## src/rtl/signed_int_to_decimal_ascii_core_defines.svh

```systemverilog
// Assertion macros shared by the signed integer to decimal ASCII block.
// No dependencies; included by files that carry concurrent assertions.
`ifndef SIGNED_INT_TO_DECIMAL_ASCII_CORE_DEFINES_SVH
`define SIGNED_INT_TO_DECIMAL_ASCII_CORE_DEFINES_SVH

// Same-cycle implication, checked at the rising edge, off during reset.
`define SITDA_ASSERT_NOW(label, clk, rst, ante, cons) \
   label: assert property (@(posedge clk) disable iff (rst) (ante) |-> (cons)) \
      else $error("sitda assertion failed");

// Next-cycle implication, checked at the rising edge, off during reset.
`define SITDA_ASSERT_NEXT(label, clk, rst, ante, cons) \
   label: assert property (@(posedge clk) disable iff (rst) (ante) |=> (cons)) \
      else $error("sitda assertion failed");

`endif

```

## src/rtl/sitda_pkg.sv

```systemverilog
// Package for the signed integer to decimal ASCII block.
// Field widths and character constants; no dependencies.
`timescale 1ns / 1ps

package sitda_pkg;

   localparam int VALUE_WIDTH = 32;
   localparam int CHAR_WIDTH  = 8;

   typedef logic [VALUE_WIDTH-1:0] value_type;
   typedef logic [CHAR_WIDTH-1:0]  char_type;

   localparam char_type CHAR_ZERO  = 8'd48;
   localparam char_type CHAR_MINUS = 8'd45;

endpackage

```

## src/rtl/sitda_if.sv

```systemverilog
// Valid/ready channel interfaces for the request and response sides.
// Depends on sitda_pkg.
`timescale 1ns / 1ps

interface sitda_req_if;
   import sitda_pkg::*;

   logic      valid;
   logic      ready;
   value_type value;

   modport source (output valid, output value, input ready);
   modport sink   (input valid, input value, output ready);
endinterface

interface sitda_rsp_if;
   import sitda_pkg::*;

   logic     valid;
   logic     ready;
   char_type char_code;
   logic     last_char;

   modport source (output valid, output char_code, output last_char, input ready);
   modport sink   (input valid, input char_code, input last_char, output ready);
endinterface

```

## src/rtl/signed_int_to_decimal_ascii_core.sv

```systemverilog
// Channel    Dir  Payload                 Transfer
// req_chan   in   value (32b signed)      valid & ready
// rsp_chan   out  char_code, last_char    valid & ready
//
// Conversion is double dabble: one shift-and-correct step per cycle for each
// bit of the value, then leading zero digits are dropped down to the last one,
// then one character per cycle while rsp takes them, a minus sign first when
// the value is negative.
// req ready only while idle; the last character may still wait in the
// output register while the next value is taken. rsp stalls hold the sequencer.
// Synchronous active-high reset clears state and the output valid.
// Depends on sitda_pkg, sitda_if and the assertion macro header.
`timescale 1ns / 1ps
`include "signed_int_to_decimal_ascii_core_defines.svh"

module signed_int_to_decimal_ascii_core #(
   parameter int DATA_WIDTH = 32
) (
   input logic         clock,
   input logic         reset,
   sitda_req_if.sink   req_chan,
   sitda_rsp_if.source rsp_chan
);
   import sitda_pkg::*;

   localparam int NUM_DIGITS = (DATA_WIDTH * 30103) / 100000 + 1;
   localparam int BCD_W      = 4 * NUM_DIGITS;
   localparam int CNT_W      = $clog2(DATA_WIDTH + 1);
   localparam int REM_W      = $clog2(NUM_DIGITS + 1);

   typedef enum logic [1:0] {ST_IDLE, ST_CONV, ST_SKIP, ST_EMIT} state_type;

   state_type             state_ff, state_in;
   logic [DATA_WIDTH-1:0] bin_ff, bin_in;
   logic [BCD_W-1:0]      bcd_ff, bcd_in;
   logic [BCD_W-1:0]      bcd_adj;
   logic [CNT_W-1:0]      cnt_ff, cnt_in;
   logic [REM_W-1:0]      rem_ff, rem_in;
   logic                  neg_ff, neg_in;
   logic                  rsp_valid_ff, rsp_valid_in;
   char_type              char_ff, char_in;
   logic                  last_ff, last_in;

   logic [DATA_WIDTH-1:0] v_w;
   logic [DATA_WIDTH-1:0] mag;
   logic [3:0]            top_digit;
   logic                  req_fire;
   logic                  out_free;

   // bits above DATA_WIDTH are dropped; missing bits read as zero
   generate
      if (DATA_WIDTH <= VALUE_WIDTH) begin : g_trunc
         assign v_w = req_chan.value[DATA_WIDTH-1:0];
      end else begin : g_ext
         assign v_w = {{(DATA_WIDTH-VALUE_WIDTH){1'b0}}, req_chan.value};
      end
   endgenerate

   // unsigned magnitude, so the most negative value needs no special case
   assign mag       = v_w[DATA_WIDTH-1] ? (~v_w + DATA_WIDTH'(1)) : v_w;
   assign top_digit = bcd_ff[BCD_W-1 -: 4];
   assign req_fire  = req_chan.valid && req_chan.ready;
   assign out_free  = !rsp_valid_ff || rsp_chan.ready;

   assign req_chan.ready     = (state_ff == ST_IDLE);
   assign rsp_chan.valid     = rsp_valid_ff;
   assign rsp_chan.char_code = char_ff;
   assign rsp_chan.last_char = last_ff;

   // add-3 correction on every BCD digit of 5 or more
   always_comb begin
      for (int i = 0; i < NUM_DIGITS; i++) begin
         bcd_adj[4*i +: 4] = (bcd_ff[4*i +: 4] >= 4'd5) ? (bcd_ff[4*i +: 4] + 4'd3)
                                                         : bcd_ff[4*i +: 4];
      end
   end

   always_comb begin
      state_in     = state_ff;
      bin_in       = bin_ff;
      bcd_in       = bcd_ff;
      cnt_in       = cnt_ff;
      rem_in       = rem_ff;
      neg_in       = neg_ff;
      char_in      = char_ff;
      last_in      = last_ff;
      rsp_valid_in = rsp_valid_ff && !rsp_chan.ready;

      case (state_ff)
         ST_IDLE: begin
            if (req_fire) begin
               bin_in   = mag;
               neg_in   = v_w[DATA_WIDTH-1];
               bcd_in   = '0;
               cnt_in   = CNT_W'(DATA_WIDTH);
               rem_in   = REM_W'(NUM_DIGITS);
               state_in = ST_CONV;
            end
         end
         ST_CONV: begin
            {bcd_in, bin_in} = {bcd_adj[BCD_W-2:0], bin_ff, 1'b0};
            cnt_in = cnt_ff - CNT_W'(1);
            if (cnt_ff == CNT_W'(1)) begin
               state_in = ST_SKIP;
            end
         end
         ST_SKIP: begin
            if (top_digit == 4'd0 && rem_ff > REM_W'(1)) begin
               bcd_in = {bcd_ff[BCD_W-5:0], 4'd0};
               rem_in = rem_ff - REM_W'(1);
            end else begin
               state_in = ST_EMIT;
            end
         end
         ST_EMIT: begin
            if (out_free) begin
               rsp_valid_in = 1'b1;
               if (neg_ff) begin
                  char_in = CHAR_MINUS;
                  last_in = 1'b0;
                  neg_in  = 1'b0;
               end else begin
                  char_in = CHAR_ZERO + {4'd0, top_digit};
                  last_in = (rem_ff == REM_W'(1));
                  bcd_in  = {bcd_ff[BCD_W-5:0], 4'd0};
                  rem_in  = rem_ff - REM_W'(1);
                  if (rem_ff == REM_W'(1)) begin
                     state_in = ST_IDLE;
                  end
               end
            end
         end
         default: begin
            state_in = ST_IDLE;
         end
      endcase
   end

   always_ff @(posedge clock) begin
      if (reset) begin
         state_ff     <= ST_IDLE;
         rsp_valid_ff <= 1'b0;
      end else begin
         state_ff     <= state_in;
         rsp_valid_ff <= rsp_valid_in;
      end
      bin_ff  <= bin_in;
      bcd_ff  <= bcd_in;
      cnt_ff  <= cnt_in;
      rem_ff  <= rem_in;
      neg_ff  <= neg_in;
      char_ff <= char_in;
      last_ff <= last_in;
   end

   // a transfer starts a conversion
   `SITDA_ASSERT_NEXT(a_accept_conv, clock, reset, req_fire, state_ff == ST_CONV)
   // while converting, only the previous value's last character can be pending
   `SITDA_ASSERT_NOW(a_conv_pending_last, clock, reset,
      (state_ff == ST_CONV) && rsp_valid_ff, last_ff)
   // a minus sign never ends a text
   `SITDA_ASSERT_NOW(a_minus_not_last, clock, reset,
      rsp_valid_ff && (char_ff == CHAR_MINUS), !last_ff)
   // digits remain whenever characters are being sent
   `SITDA_ASSERT_NOW(a_emit_has_digit, clock, reset,
      state_ff == ST_EMIT, rem_ff != '0)

endmodule

```

## src/flat_wrapper.sv

```systemverilog
// flat-port wrapper written by rule: the top's interface ports become plain ports
module signed_int_to_decimal_ascii_core_flat import sitda_pkg::*;
#(
   parameter int DATA_WIDTH = 32
)
  (clock, reset, req_chan_valid, req_chan_value, req_chan_ready, rsp_chan_valid, rsp_chan_char_code, rsp_chan_last_char, rsp_chan_ready);
  sitda_req_if req_chan_i ();
  sitda_rsp_if rsp_chan_i ();
  input logic clock;
  input logic reset;
  input wire logic [$bits(req_chan_i.valid)-1:0] req_chan_valid;
  input wire logic [$bits(req_chan_i.value)-1:0] req_chan_value;
  output wire logic [$bits(req_chan_i.ready)-1:0] req_chan_ready;
  output wire logic [$bits(rsp_chan_i.valid)-1:0] rsp_chan_valid;
  output wire logic [$bits(rsp_chan_i.char_code)-1:0] rsp_chan_char_code;
  output wire logic [$bits(rsp_chan_i.last_char)-1:0] rsp_chan_last_char;
  input wire logic [$bits(rsp_chan_i.ready)-1:0] rsp_chan_ready;
  assign req_chan_i.valid = req_chan_valid;
  assign req_chan_i.value = req_chan_value;
  assign req_chan_ready = req_chan_i.ready;
  assign rsp_chan_valid = rsp_chan_i.valid;
  assign rsp_chan_char_code = rsp_chan_i.char_code;
  assign rsp_chan_last_char = rsp_chan_i.last_char;
  assign rsp_chan_i.ready = rsp_chan_ready;
  signed_int_to_decimal_ascii_core #(.DATA_WIDTH(DATA_WIDTH)) u_core (.clock(clock), .reset(reset), .req_chan(req_chan_i), .rsp_chan(rsp_chan_i));
endmodule
```

## config.mk

```make
export PLATFORM = sky130hd
export DESIGN_NAME = signed_int_to_decimal_ascii_core_flat
export DESIGN_NICKNAME = d
export VERILOG_FILES = /design/src/rtl/sitda_pkg.sv /design/src/rtl/sitda_if.sv /design/src/rtl/signed_int_to_decimal_ascii_core.sv /design/src/flat_wrapper.sv
export VERILOG_INCLUDE_DIRS = /design/src /design/src/rtl
export SDC_FILE = /design/constraint.sdc
export NUM_CORES = 1
export LEC_CHECK = 0
export BUFFER_PORTS_ARGS = -buffer_cell sky130_fd_sc_hd__buf_4
export CAP_MARGIN = 20
export CORE_ASPECT_RATIO = 0.75
export CORE_MARGIN = 1
export CORE_UTILIZATION = 57
export CTS_BUF_LIST = sky130_fd_sc_hd__clkbuf_8
export DETAILED_ROUTE_END_ITERATION = 6
export MAX_ROUTING_LAYER = met4
export PLACE_DENSITY = 0.84
export SETUP_SLACK_MARGIN = 0.02
export SLEW_MARGIN = 10
export SYNTH_ARGS = -nofsm -noshare
export SYNTH_HDL_FRONTEND = slang
export SYNTH_SLANG_ARGS = --single-unit
```

## constraint.sdc

```tcl
create_clock -name clock -period 8.32 [get_ports clock]
set_input_delay 1.664 -clock clock [delete_from_list [all_inputs] [get_ports clock]]
set_output_delay 1.664 -clock clock [all_outputs]
set_load 0.05 [all_outputs]
```

==> qor.txt <==
required time worst endpoint - 8.45 ns
WP data arrival - 3.77 ns
destination of the worst register-to-register timing path - u_core.rem_ff[1]$_SDFFCE_PP1P_
relative slew slack - 0.3643
diode insertion count for antenna repair - 0
Worst Hold Endpoint - u_core.bcd_ff[0]$_DFFE_PP_
count of cells along the worst register-to-register path - 7
sequential share of power - 0.442
CTS buffer count - 9
crit-path max FO - 8
fraction of the mapped netlist area in adder cells - 0.06351
fraction of layout instances using a drive strength above 1 - 0.1378
min cycle time layout - 3.643 ns
largest net degree at the start of global routing - 92
first-pass GRT wire length - 21420 um
proportion of power drawn by the clock network - 0.137
fraction of the mapped netlist area in simple logic gates - 0.1808
leakage power - 2.360 nW
transition time at the pin with the least slew margin - 0.9536 ns
standard cell core area - 9852 um^2
final number of max-transition violations - 0
combined flip-flop and latch cell area - 2733 um^2
Final period util - 0.4379
crit-path leading delay family - simple AND/OR/NAND/NOR gates
number of distinct library cells after synthesis - 63
# port buffers - 43
proportion of synthesized chip area in sequential cells - 0.4623
CTS tree - yes
Critical-path top delay cell - sky130_fd_sc_hd__or4_1
layout-stage area growth over the synthesis result - 9.949%
mean instance size in the synthesized netlist - 9.951 um^2
total setup buffers inserted after CTS - 0
Fin. Hold Viols - 0
Crit. End Element - flop
routed len/inst - 16.81 um
Worst R2R Setup Slack - 5.43 ns
IO Pins - 47
number of antenna violations at the first check in global routing - 0
worst path bufs/invs - 2
xor-xnor portion of the synthesized cell area - 0.04742
area taken by multi-input logic gates - 2917 um^2
status - completed
main flop type after synthesis - sky130_fd_sc_hd__edfxtp_1
area fraction in compound gates after synthesis - 0.1738
worst hold path type - reg2reg
hold-fix buffers at CTS - 0
proportion of synthesized area in mux cells - 0.02223
clock-pin transition on the worst setup and hold timing paths - 0.09 ns
maximum vdd drop - 0.1396 mV
power density relative to cell area - 330.0 nW/um^2
starting DRC count in detailed routing - 614
HPWL Detailed - 8585 um
depth of the worst hold-timing path - 1
final-layout worst hold slack - 0.5381 ns
Largest stage delay, worst path - 0.70 ns
number of vias after detailed routing - 4663
synthesized cell area - 5911 um^2
Final #Nets - 686
cell chain of the critical path - buf_4 > inv_1 > ha_1 > or3b_1 > or4_1 > o211a_1 > a221o_1
unrepaired setup endpoints after global routing - false
clock insertion delay at the later pin of the skew report - 0.37 ns
Critical Path Source Type - primary input
Psw - 0.8482 mW
fraction of registers with async set/reset - 0
combinational family with the most area after synthesis - simple AND/OR/NAND/NOR gates
floorplan die height - 90.19 um
maximum clock path buffer count - 2
Comb pwr share - 0.420
die boundary width - 119.6 um
routed vias/inst - 6.168
Routability Congestion - 0.9273
Post-CTS Resized - 0
GRT Util Overall - 0.2573
number of max-cap violations - 0
Final Setup Violations - 0
hold path startpoint - u_core.bin_ff[31]$_DFFE_PP_
number of global-route vias before repair - 4408
Filler Cells Inserted - 775
row count - 31
FMAX - 274.5 MHz
Routed Antenna Nets - 0
die outline area - 10790 um^2
placement-stage worst setup slack - 4.324 ns
critical path type - in2reg
worst clock skew - 0.01208 ns
net switching fraction of the power - 0.3955
core occupancy in the finished layout - 0.6596
EDFF count, synth - 89
total congestion overflow after global routing - 0
critical register-to-register path startpoint - u_core.bcd_ff[36]$_DFFE_PP_
final setup slack of the worst path - 4.677 ns
setup TNS - 0 ns
synthesized instance count - 594
DRC violation count after routing - 0
Starting Density - 0.5999
length of the first detailed-routing pass in iterations - 5
level count of the clock H-tree - 3
number of synthesized register bits - 92
number of clock sinks - 92
Post-Route WL - 12710 um
total of warnings raised by yosys - 0
cell-internal power - 1.297 mW
cell at the root of the clock tree - sky130_fd_sc_hd__clkbuf_8
[synthesized netlist by cell type, types with 4 or more instances]
cell type | n | share of area
sky130_fd_sc_hd__a21oi_1 | 27 | 0.023
sky130_fd_sc_hd__nand2_1 | 51 | 0.032
sky130_fd_sc_hd__and2_1 | 4 | 0.0042
sky130_fd_sc_hd__a2bb2oi_1 | 4 | 0.0059
sky130_fd_sc_hd__o21ai_0 | 58 | 0.049
sky130_fd_sc_hd__a31oi_1 | 4 | 0.0042
sky130_fd_sc_hd__o31ai_1 | 10 | 0.013
sky130_fd_sc_hd__a221o_1 | 4 | 0.0068
sky130_fd_sc_hd__or2_2 | 7 | 0.0074
sky130_fd_sc_hd__nor3_1 | 10 | 0.0085
sky130_fd_sc_hd__edfxtp_1 | 89 | 0.45
sky130_fd_sc_hd__nor4_1 | 5 | 0.0053
sky130_fd_sc_hd__o41ai_1 | 5 | 0.0074
sky130_fd_sc_hd__nor2_1 | 34 | 0.022
sky130_fd_sc_hd__ha_1 | 30 | 0.064
sky130_fd_sc_hd__or3_1 | 10 | 0.011
sky130_fd_sc_hd__nor2b_1 | 11 | 0.012
sky130_fd_sc_hd__nand2b_1 | 19 | 0.020
sky130_fd_sc_hd__inv_1 | 40 | 0.025
sky130_fd_sc_hd__o311ai_0 | 5 | 0.0074
sky130_fd_sc_hd__xor2_1 | 15 | 0.022
sky130_fd_sc_hd__clkbuf_1 | 26 | 0.017
sky130_fd_sc_hd__xnor2_1 | 17 | 0.025
sky130_fd_sc_hd__mux2_2 | 9 | 0.017
sky130_fd_sc_hd__a2111oi_0 | 6 | 0.0089
sky130_fd_sc_hd__nand3_1 | 6 | 0.0051
sky130_fd_sc_hd__a221oi_1 | 5 | 0.0074
sky130_fd_sc_hd__nor3b_1 | 12 | 0.015
sky130_fd_sc_hd__or4_1 | 13 | 0.017
[metrics by stage]
step / std cells / total power, mW / area (um^2)
finish: 756 / 2.145 / 6499
global route: 756 / 2.303 / 6499
CTS: 756 / 2.145 / 6499
detailed placement: 741 / 1.842 / 6317
global placement: 741 / 1.785 / 6317
floorplan: 595 / 1.613 / 5914
[final cells by class]
class                   instances  area share
multi-input cells             430      0.4488
well taps                     132     0.02541
flip-flops and latches         92      0.4205
clock inverters                 6    0.008856
repair buffers                 47     0.05429
inverters                      40     0.02310
clock buffers                   9     0.01906
[logic make-up after synthesis]
| family | Yosys count |
|---|---|
| and+or+nand+nor | 198 |
| AOI/OAI and AO/OA | 155 |
| DFF | 92 |
| buffers and inverters | 73 |
| xor gates and xnor gates | 32 |
| adders and majority gates | 30 |
| muxes | 12 |
| other | 2 |
[routing by layer]
layer	GRT usage	up-vias	wire, um
met4	0.07604	0	157
met5	-	-	0
li1	-	2245	-
met2	0.3854	181	5884
met1	0.3451	2219	5789
met3	0.06536	18	876
[power groups by stage]
stage	registers [mW]	logic [mW]	clock network [mW]
3_3_place_gp	0.942	0.842	0
2_1_floorplan	0.928	0.685	0
6_report	0.949	0.902	0.294
5_1_grt	0.977	1.01	0.315
3_5_place_dp	0.953	0.890	0
4_1_cts	0.945	0.901	0.299
[cell usage in the layout (no fill, tap or decap), drive strengths merged, types with 6 or more instances in the layout]
| cell type | Yosys | routed |
|---|---|---|
| edfxtp | 89 | 89 |
| o21ai | 58 | 58 |
| nand2 | 51 | 51 |
| buf | 7 | 47 |
| inv | 40 | 41 |
| nor2 | 34 | 34 |
| ha | 30 | 30 |
| a21oi | 27 | 27 |
| nand2b | 19 | 19 |
| xnor2 | 17 | 17 |
| xor2 | 15 | 15 |
| or4 | 14 | 14 |
| nor3b | 12 | 12 |
| nor2b | 11 | 11 |
| or3 | 10 | 10 |
| nor3 | 10 | 10 |
| o31ai | 10 | 10 |
| mux2 | 9 | 9 |
| clkbuf | 26 | 9 |
| or2 | 8 | 8 |
| nand3 | 6 | 6 |
| a2111oi | 6 | 6 |
| o41ai | 6 | 6 |
| a221oi | 6 | 6 |
[how the worst max path moves through the flow]
stage / to / slack [ns] / startpoint / cells after the start
final: u_core.bin_ff[20]$_DFFE_PP_ / 4.68 / req_chan_value[0] / 7
after global routing: u_core.bin_ff[16]$_DFFE_PP_ / 4.55 / req_chan_value[0] / 7
after CTS: u_core.bin_ff[24]$_DFFE_PP_ / 4.72 / req_chan_value[0] / 7
after detailed placement: u_core.bin_ff[20]$_DFFE_PP_ / 4.32 / req_chan_value[0] / 7
after global placement: u_core.bin_ff[20]$_DFFE_PP_ / 4.39 / req_chan_value[0] / 7
after floorplan: u_core.rem_ff[0]$_SDFFCE_PP0P_ / 2.47 / rsp_chan_ready / 4
[flip-flops by register name, indices dropped and copies added (netlist names)]
register                   flops
u_core.bcd_ff                 40
u_core.bin_ff                 32
u_core.cnt_ff                  6
u_core.rsp_chan.char_code      5
u_core.rem_ff                  4
u_core.state_ff                2
u_core.neg_ff                  1
u_core.rsp_chan.last_char      1
u_core.rsp_chan.valid          1
Power figures use the tool's default switching activity.
